File: src/design/lcsr_pkg.sv
// ----------------------------------------------------------------------------
// lcsr_pkg
// Shared types and codes for the line column span rasterizer: the span word,
// the shared adder control and status, and the adder operation codes.
// ----------------------------------------------------------------------------
package lcsr_pkg;

    localparam logic [1:0] ALU_SUB_DX = 2'd0;
    localparam logic [1:0] ALU_ADD_DX = 2'd1;
    localparam logic [1:0] ALU_ADD_DY = 2'd2;

    typedef struct packed {
        logic [1:0]        op;
        logic signed [7:0] a;
    } alu_ctrl_t;

    typedef struct packed {
        logic signed [7:0] res;
        logic              neg;
        logic              zero;
    } alu_stat_t;

    typedef struct packed {
        logic [5:0] screen_column;
        logic [6:0] anchor_row;
        logic [6:0] span_length;
        logic       toward_top;
        logic       last_span;
    } span_t;

endpackage

File: src/design/lcsr_if.sv
// ----------------------------------------------------------------------------
// lcsr_in_if / lcsr_out_if
// Valid/ready channels: line endpoints in, column spans out.
// ----------------------------------------------------------------------------
interface lcsr_in_if;
    logic              valid;
    logic              ready;
    logic signed [5:0] start_x;
    logic signed [5:0] start_y;
    logic signed [5:0] end_x;
    logic signed [5:0] end_y;

    modport source (output valid, output start_x, output start_y, output end_x,
                    output end_y, input ready);
    modport sink (input valid, input start_x, input start_y, input end_x,
                  input end_y, output ready);
endinterface

interface lcsr_out_if;
    logic       valid;
    logic       ready;
    logic [5:0] screen_column;
    logic [6:0] anchor_row;
    logic [6:0] span_length;
    logic       toward_top;
    logic       last_span;

    modport source (output valid, output screen_column, output anchor_row,
                    output span_length, output toward_top, output last_span,
                    input ready);
    modport sink (input valid, input screen_column, input anchor_row,
                  input span_length, input toward_top, input last_span,
                  output ready);
endinterface

File: src/design/lcsr_alu.sv
// ----------------------------------------------------------------------------
// lcsr_alu
// Shared add/subtract unit: adds or subtracts the run, or adds the rise,
// and flags a negative or zero result.
// ----------------------------------------------------------------------------
module lcsr_alu (
    input  lcsr_pkg::alu_ctrl_t ctrl,
    input  logic [5:0]          dx,
    input  logic signed [6:0]   dy,
    output lcsr_pkg::alu_stat_t stat
);
    import lcsr_pkg::*;

    logic signed [7:0] dx_ext;
    logic signed [7:0] dy_ext;
    logic signed [7:0] res;

    assign dx_ext = {2'b00, dx};
    assign dy_ext = {dy[6], dy};

    always_comb
    begin
        case (ctrl.op)
            ALU_SUB_DX: res = ctrl.a - dx_ext;
            ALU_ADD_DX: res = ctrl.a + dx_ext;
            ALU_ADD_DY: res = ctrl.a + dy_ext;
            default:    res = ctrl.a;
        endcase
    end

    assign stat.res  = res;
    assign stat.neg  = res[7];
    assign stat.zero = (res == 8'sd0);

endmodule

File: src/design/lcsr_out_reg.sv
// ----------------------------------------------------------------------------
// lcsr_out_reg
// Output register for span words; holds a word until the sink takes it.
// ----------------------------------------------------------------------------
module lcsr_out_reg (
    input  logic            clk,
    input  logic            rst_n,
    input  logic            load,
    input  lcsr_pkg::span_t span,
    output logic            free,
    lcsr_out_if.source      span_out
);
    import lcsr_pkg::*;

    logic  valid_reg;
    logic  valid_next;
    span_t span_reg;

    assign free = !valid_reg || span_out.ready;

    always_comb
    begin
        if (load)
        begin
            valid_next = 1'b1;
        end
        else if (span_out.ready)
        begin
            valid_next = 1'b0;
        end
        else
        begin
            valid_next = valid_reg;
        end
    end

    always_ff @(posedge clk or negedge rst_n)
    begin
        if (!rst_n)
        begin
            valid_reg <= 1'b0;
        end
        else
        begin
            valid_reg <= valid_next;
        end
    end

    always_ff @(posedge clk)
    begin
        if (load)
        begin
            span_reg <= span;
        end
    end

    assign span_out.valid         = valid_reg;
    assign span_out.screen_column = span_reg.screen_column;
    assign span_out.anchor_row    = span_reg.anchor_row;
    assign span_out.span_length   = span_reg.span_length;
    assign span_out.toward_top    = span_reg.toward_top;
    assign span_out.last_span     = span_reg.last_span;

endmodule

File: src/design/line_column_span_rasterizer_core.sv
// ----------------------------------------------------------------------------
// line_column_span_rasterizer_core
// Steps a line column by column and emits one vertical pixel span per column,
// with the anchor row tracked as an exact quotient and remainder.
//
//   channel    dir  word
//   line_in    in   start_x, start_y, end_x, end_y (signed, centered)
//   span_out   out  screen_column, anchor_row, span_length, toward_top,
//                   last_span
//
// A vertical line goes straight to emitting its single span. Otherwise one
// shared adder does the span length division, then per column the remainder
// correction, rounding and next-column step. The span output register stalls
// the sequencer only while a word is waiting. line_in.ready is high only
// when idle.
// Reset clears the sequencer and the output valid.
// ----------------------------------------------------------------------------
module line_column_span_rasterizer_core #(
    parameter int CANVAS_WIDTH  = 64,
    parameter int CANVAS_HEIGHT = 64
) (
    input  logic       clk,
    input  logic       rst_n,
    lcsr_in_if.sink    line_in,
    lcsr_out_if.source span_out
);
    import lcsr_pkg::*;

    localparam logic [5:0] HALF_W = 6'(CANVAS_WIDTH / 2);
    localparam logic [6:0] HALF_H = 7'(CANVAS_HEIGHT / 2);

    localparam logic [2:0] S_IDLE  = 3'd0;
    localparam logic [2:0] S_LEN   = 3'd1;
    localparam logic [2:0] S_NORM  = 3'd2;
    localparam logic [2:0] S_ROUND = 3'd3;
    localparam logic [2:0] S_EMIT  = 3'd4;

    logic [2:0]        state_reg,  state_next;
    logic signed [5:0] col_reg,    col_next;
    logic signed [5:0] stop_reg,   stop_next;
    logic [5:0]        dx_reg,     dx_next;
    logic signed [6:0] dy_reg,     dy_next;
    logic signed [6:0] q_reg,      q_next;
    logic signed [6:0] y_reg,      y_next;
    logic signed [7:0] r_reg,      r_next;
    logic [6:0]        len_reg,    len_next;
    logic              up_reg,     up_next;

    logic signed [5:0] x1, y1, x2, y2;
    logic signed [6:0] dx_raw, dy_raw, dx_abs, dy_norm, dy_abs, dv_abs;
    logic              swap;
    logic signed [5:0] lo, hi, ylo, ymin;
    logic              roundup;

    alu_ctrl_t alu_ctrl;
    alu_stat_t alu_stat;
    span_t     span;
    logic      span_load;
    logic      out_free;

    lcsr_alu u_alu (
        .ctrl (alu_ctrl),
        .dx   (dx_reg),
        .dy   (dy_reg),
        .stat (alu_stat)
    );

    lcsr_out_reg u_out_reg (
        .clk      (clk),
        .rst_n    (rst_n),
        .load     (span_load),
        .span     (span),
        .free     (out_free),
        .span_out (span_out)
    );

    assign x1 = line_in.start_x;
    assign y1 = line_in.start_y;
    assign x2 = line_in.end_x;
    assign y2 = line_in.end_y;

    assign dx_raw  = {x1[5], x1} - {x2[5], x2};
    assign dy_raw  = {y1[5], y1} - {y2[5], y2};
    assign swap    = dx_raw[6];
    assign dx_abs  = swap ? -dx_raw : dx_raw;
    assign dy_norm = swap ? -dy_raw : dy_raw;
    assign dy_abs  = dy_norm[6] ? -dy_norm : dy_norm;
    assign dv_abs  = dy_raw[6] ? -dy_raw : dy_raw;
    assign lo      = swap ? x1 : x2;
    assign hi      = swap ? x2 : x1;
    assign ylo     = swap ? y1 : y2;
    assign ymin    = (y1 < y2) ? y1 : y2;

    assign line_in.ready = (state_reg == S_IDLE);

    assign roundup = q_reg[6] ? (!alu_stat.neg && !alu_stat.zero) : !alu_stat.neg;

    assign span.screen_column = col_reg[5:0] + HALF_W;
    assign span.anchor_row    = HALF_H - y_reg[6:0];
    assign span.span_length   = len_reg;
    assign span.toward_top    = up_reg;
    assign span.last_span     = (col_reg == stop_reg);

    always_comb
    begin
        alu_ctrl.a = r_reg;
        case (state_reg)
            S_LEN:   alu_ctrl.op = ALU_SUB_DX;
            S_NORM:  alu_ctrl.op = r_reg[7] ? ALU_ADD_DX : ALU_SUB_DX;
            S_ROUND:
            begin
                alu_ctrl.op = ALU_SUB_DX;
                alu_ctrl.a  = {r_reg[6:0], 1'b0};
            end
            S_EMIT:  alu_ctrl.op = ALU_ADD_DY;
            default: alu_ctrl.op = ALU_SUB_DX;
        endcase
    end

    always_comb
    begin
        state_next = state_reg;
        col_next   = col_reg;
        stop_next  = stop_reg;
        dx_next    = dx_reg;
        dy_next    = dy_reg;
        q_next     = q_reg;
        y_next     = y_reg;
        r_next     = r_reg;
        len_next   = len_reg;
        up_next    = up_reg;
        span_load  = 1'b0;
        case (state_reg)
            S_IDLE:
            begin
                if (line_in.valid)
                begin
                    if (dx_raw == 7'sd0)
                    begin
                        col_next   = x1;
                        stop_next  = x1;
                        y_next     = {ymin[5], ymin};
                        len_next   = dv_abs + 7'd1;
                        up_next    = 1'b1;
                        state_next = S_EMIT;
                    end
                    else
                    begin
                        col_next  = lo;
                        stop_next = hi - 6'sd1;
                        dx_next   = dx_abs[5:0];
                        dy_next   = dy_norm;
                        q_next    = {ylo[5], ylo};
                        up_next   = !dy_norm[6];
                        if (dy_norm == 7'sd0)
                        begin
                            len_next   = 7'd1;
                            r_next     = 8'sd0;
                            state_next = S_NORM;
                        end
                        else
                        begin
                            len_next   = 7'd0;
                            r_next     = {1'b0, dy_abs};
                            state_next = S_LEN;
                        end
                    end
                end
            end
            S_LEN:
            begin
                if (!r_reg[7] && (r_reg != 8'sd0))
                begin
                    r_next   = alu_stat.res;
                    len_next = len_reg + 7'd1;
                end
                else
                begin
                    r_next     = 8'sd0;
                    state_next = S_NORM;
                end
            end
            S_NORM:
            begin
                if (r_reg[7])
                begin
                    r_next = alu_stat.res;
                    q_next = q_reg - 7'sd1;
                end
                else if (!alu_stat.neg)
                begin
                    r_next = alu_stat.res;
                    q_next = q_reg + 7'sd1;
                end
                else
                begin
                    state_next = S_ROUND;
                end
            end
            S_ROUND:
            begin
                y_next     = q_reg + {6'd0, roundup};
                state_next = S_EMIT;
            end
            S_EMIT:
            begin
                if (out_free)
                begin
                    span_load = 1'b1;
                    if (col_reg == stop_reg)
                    begin
                        state_next = S_IDLE;
                    end
                    else
                    begin
                        col_next   = col_reg + 6'sd1;
                        r_next     = alu_stat.res;
                        state_next = S_NORM;
                    end
                end
            end
            default:
            begin
                state_next = S_IDLE;
            end
        endcase
    end

    always_ff @(posedge clk or negedge rst_n)
    begin
        if (!rst_n)
        begin
            state_reg <= S_IDLE;
        end
        else
        begin
            state_reg <= state_next;
        end
    end

    always_ff @(posedge clk)
    begin
        col_reg  <= col_next;
        stop_reg <= stop_next;
        dx_reg   <= dx_next;
        dy_reg   <= dy_next;
        q_reg    <= q_next;
        y_reg    <= y_next;
        r_reg    <= r_next;
        len_reg  <= len_next;
        up_reg   <= up_next;
    end

    a_rem_in_range: assert property (@(posedge clk) disable iff (!rst_n)
        (state_reg == S_ROUND) |-> (!r_reg[7] && (r_reg[6:0] < {1'b0, dx_reg})))
        else $error("remainder out of range at rounding");

    a_len_nonzero: assert property (@(posedge clk) disable iff (!rst_n)
        span_load |-> (len_reg != 7'd0))
        else $error("span with zero length");

    a_last_to_idle: assert property (@(posedge clk) disable iff (!rst_n)
        (span_load && span.last_span) |=> (state_reg == S_IDLE))
        else $error("sequencer not idle after last span");

    a_load_when_free: assert property (@(posedge clk) disable iff (!rst_n)
        span_load |-> out_free)
        else $error("span word overwritten");

    a_len_bound: assert property (@(posedge clk) disable iff (!rst_n)
        (state_reg == S_LEN) |-> (len_reg < 7'd64))
        else $error("span length count overflow");

endmodule
File: src/flat_wrapper.sv
// flat-port wrapper written by rule: the top's interface ports become plain ports
module line_column_span_rasterizer_core_flat import lcsr_pkg::*;
#(
    parameter int CANVAS_WIDTH  = 64,
    parameter int CANVAS_HEIGHT = 64
)
  (clk, rst_n, line_in_valid, line_in_start_x, line_in_start_y, line_in_end_x, line_in_end_y, line_in_ready, span_out_valid, span_out_screen_column, span_out_anchor_row, span_out_span_length, span_out_toward_top, span_out_last_span, span_out_ready);
  lcsr_in_if line_in_i ();
  lcsr_out_if span_out_i ();
  input  logic clk;
  input  logic rst_n;
  input wire logic [$bits(line_in_i.valid)-1:0] line_in_valid;
  input wire logic [$bits(line_in_i.start_x)-1:0] line_in_start_x;
  input wire logic [$bits(line_in_i.start_y)-1:0] line_in_start_y;
  input wire logic [$bits(line_in_i.end_x)-1:0] line_in_end_x;
  input wire logic [$bits(line_in_i.end_y)-1:0] line_in_end_y;
  output wire logic [$bits(line_in_i.ready)-1:0] line_in_ready;
  output wire logic [$bits(span_out_i.valid)-1:0] span_out_valid;
  output wire logic [$bits(span_out_i.screen_column)-1:0] span_out_screen_column;
  output wire logic [$bits(span_out_i.anchor_row)-1:0] span_out_anchor_row;
  output wire logic [$bits(span_out_i.span_length)-1:0] span_out_span_length;
  output wire logic [$bits(span_out_i.toward_top)-1:0] span_out_toward_top;
  output wire logic [$bits(span_out_i.last_span)-1:0] span_out_last_span;
  input wire logic [$bits(span_out_i.ready)-1:0] span_out_ready;
  assign line_in_i.valid = line_in_valid;
  assign line_in_i.start_x = line_in_start_x;
  assign line_in_i.start_y = line_in_start_y;
  assign line_in_i.end_x = line_in_end_x;
  assign line_in_i.end_y = line_in_end_y;
  assign line_in_ready = line_in_i.ready;
  assign span_out_valid = span_out_i.valid;
  assign span_out_screen_column = span_out_i.screen_column;
  assign span_out_anchor_row = span_out_i.anchor_row;
  assign span_out_span_length = span_out_i.span_length;
  assign span_out_toward_top = span_out_i.toward_top;
  assign span_out_last_span = span_out_i.last_span;
  assign span_out_i.ready = span_out_ready;
  line_column_span_rasterizer_core #(.CANVAS_WIDTH(CANVAS_WIDTH), .CANVAS_HEIGHT(CANVAS_HEIGHT)) u_core (.clk(clk), .rst_n(rst_n), .line_in(line_in_i), .span_out(span_out_i));
endmodule
File: config.mk
export PLATFORM = sky130hd
export DESIGN_NAME = line_column_span_rasterizer_core_flat
export DESIGN_NICKNAME = d
export VERILOG_FILES = /design/src/design/lcsr_pkg.sv /design/src/design/lcsr_if.sv /design/src/design/lcsr_alu.sv /design/src/design/lcsr_out_reg.sv /design/src/design/line_column_span_rasterizer_core.sv /design/src/flat_wrapper.sv
export SDC_FILE = /design/constraint.sdc
export NUM_CORES = 1
export LEC_CHECK = 0
export ABC_AREA = 0
export BUFFER_PORTS_ARGS = -buffer_cell sky130_fd_sc_hd__buf_2
export CORE_ASPECT_RATIO = 0.5
export CORE_MARGIN = 2
export CORE_UTILIZATION = 35
export DETAILED_ROUTE_END_ITERATION = 6
export SLEW_MARGIN = 30
export SYNTH_ARGS = -nofsm -noshare
export SYNTH_HDL_FRONTEND = slang
export SYNTH_SLANG_ARGS = --single-unit
File: constraint.sdc
create_clock -name clk -period 6.55 [get_ports clk]
set_input_delay 0.655 -clock clk [delete_from_list [all_inputs] [get_ports clk]]
set_output_delay 0.655 -clock clk [all_outputs]
set_load 0.01 [all_outputs]
==> results_dict.tcl <==
set metrics [dict create \
    min_path_type "input pin to asynchronous set/reset pin" \
    grt_overflow 0 \
    drive_gt1_share_pct 12.7 \
    r2r-start "u_core.state_reg[2]" \
    final_core_util_pct 40.4 \
    worst_slack_ns 1.04 \
    root_buffer "clkbuf_16" \
    cp.arrival_ns 5.59 \
    ant_nets 0 \
    worstSetupPathType "flip-flop to flip-flop" \
    rr_endpoint "u_core.y_reg[6]" \
    via_per_inst 5.33 \
    fp-row-count 34 \
    skew_ns 0.0110 \
    cp_data_required_time_ns 6.64 \
    synth_top_area_share_pct 37.2 \
    relSlewSlack_pct 43.5 \
    syn_inst 657 \
    start_util_pct 35.8 \
    cpMaxStageDelayCell "dfrtp_1" \
    total_power_uw 3160 \
    diodes 0 \
    cts_resized 0 \
    r2r_setup_slack_ns 1.04 \
    worst_pin_slew_ns 0.842 \
    synth_warnings 0 \
    grt_max_degree 26 \
    cp_cell_sequence "inv_1, or3_1, inv_1, ha_1, nor2b_1, a21o_1, a221o_1, ha_1, a21o_1, nand2_1, and3_1, or4_1, a21oi_1, nor2b_1, a31oi_1, ha_1, ha_1, nand3_1, nor2_1, xnor2_1, a21oi_1" \
    fin_crit_sh_pct 84.1 \
    outcome "finished, final reports clean" \
    numCtsBuffers 9 \
    setup_violations 0 \
    syn_area_per_cell_um2 9.46 \
    yosys-top-cells-count "77 x edfxtp_1, 58 x nand2_1, 51 x inv_1" \
    dieWidth_um 192 \
    worstSetupEndpointType "flip-flop" \
    synth_enable_flop_cells 77 \
    wl_um 15300 \
    synth.area.top_cells "edfxtp_1 37%, ha_1 8.1%, xnor2_1 5.2%, a21oi_1 3.9%, nand2_1 3.5%" \
    cap_violations 0 \
    antenna_found_initial 0 \
    regArea_um2 2410 \
    clock_latency_ns 0.35 \
    h-tree-depth 3 \
    routedWlPerCell_um 16.3 \
    crit_path_start_kind "flip-flop" \
    yosysMostFrequentCell "edfxtp_1" \
    worstRegToRegCells 21 \
    port_buffers 51 \
    path_max_fanout 15 \
    boundaryPins 52 \
    synthDistinctLibCells 78 \
    gp_congestion 0.903 \
    path_common_cell "ha_1" \
    min_period_ns 5.51 \
    drt-initial-drc-count 398 \
    hold_buffers 0 \
    cp_slowest_stage_delay_ns 0.59 \
    synth_area_um2 6210 \
    p_leak_uw 0.00280 \
    grt_use_total_pct 16.6 \
    synth.largest_area_cell "edfxtp_1" \
    cts_setup_buffers 0 \
    ys_ff_latch 81 \
    clockBufferDepth 2 \
    placed_cell_area_um2 6700 \
    tns_ns 0 \
    clk_pin_slew_worst_paths_ns 0.07 \
    max_freq_ghz 0.182 \
    die_h_um 98.2 \
    largest_reg_flops 8 \
    grt_pass1_wl_um 24400 \
    synth-seq-area-share_pct 38.8 \
    pwr_density_cell_nw_per_um2 452 \
    clock_sinks 81 \
    pre_cts_ws_ns 1.12 \
    core_region_area_um2 17400 \
    cts_tree "done" \
    critPathCapture "u_core.y_reg[6]" \
    grt_pass1_vias 4722 \
    multi_input_area_um2 3520 \
    fin_nets 775 \
    hold_violations 0 \
    drc 0 \
    area_growth_pct 12.7 \
    rsz0062_at_grt "no" \
    die_area_um2 18900 \
    slew_violations 0 \
    synth_nets 729 \
    async_flop_share_pct 4.94 \
    hpwl_um 11900 \
    vias 5018 \
    synthFlopType "edfxtp_1" \
    stdcell_area_um2 7010 \
    startpoint "u_core.state_reg[2]" \
    num-fill-cells 1719 \
    first_pass_iters 5 \
    ir_drop_mv 0.216 \
]
-- critical path: cells and delay by family (launching register included) --
family	cells	cell delay, ns
buffers and inverters	2	0.46
xor gates and xnor gates	1	0.14
DFF	1	0.59
adders and majority gates	4	1.19
AOI/OAI and AO/OA	6	1.11
and+or+nand+nor	8	1.74
-- area by class of cell --
type	count	share of cell area, %
Multi-Input combinational cell	505	50.2
Sequential cell	81	34.4
Tap cell	234	4.18
Timing Repair Buffer	53	3.86
Clock buffer	9	3.21
Inverter	53	2.91
Clock inverter	7	1.16
-- stage by stage --
step / hold slack (ns) / std cells
3_3_place_gp: 0.402 / 926
6_report: 0.109 / 942
4_1_cts: 0.102 / 942
5_1_grt: 0.0986 / 942
2_1_floorplan: 0.359 / 657
3_5_place_dp: 0.406 / 926
-- cell families after synthesis --
| logic type | count (synthesis) | synth area share [%] |
|---|---|---|
| and+or+nand+nor | 207 | 16.9 |
| DFF | 81 | 38.8 |
| adders and majority gates | 44 | 9.34 |
| AOI/OAI and AO/OA | 176 | 18.8 |
| xor gates and xnor gates | 59 | 8.44 |
| buffers and inverters | 71 | 4.55 |
| muxes | 19 | 3.12 |
-- cell usage in the layout, fill, tap and decap left out, types with 13 or more instances in the layout --
cell      Yosys  routed
a211oi_1     13      13
a21oi_1      49      49
buf_2         3      51
edfxtp_1     77      77
ha_1         40      40
inv_1        51      51
mux2i_1      16      16
nand2_1      58      58
nand3_1      18      18
nor2_1       43      43
nor3_1       22      22
o21ai_0      28      27
xnor2_1      37      37
xor2_1       21      21
-- metal layers --
metal / vias to the layer above / track usage [%] / routed length, um
met3: 14 / 2.95 / 711
met4: 0 / 3.88 / 190
met1: 2372 / 23.6 / 7440
met2: 124 / 26.3 / 6970
met5: - / 0 / 0
li1: 2508 / - / -
-- power breakdown --
group	switching (uW)	total (uW)	internal [uW]
Sequential	160	1000	843
Clock	251	523	273
Combinational	975	1640	665
-- worst min path at each step --
stage / endpoint / cells after the start
finish: u_core.state_reg[0] / 1
global route: u_core.state_reg[1] / 1
CTS: u_core.state_reg[0] / 1
detailed placement: u_core.u_out_reg.span_out.toward_top / 0
global placement: u_core.u_out_reg.span_out.toward_top / 0
floorplan: u_core.state_reg[0] / 0
Power figures use the tool's default switching activity.
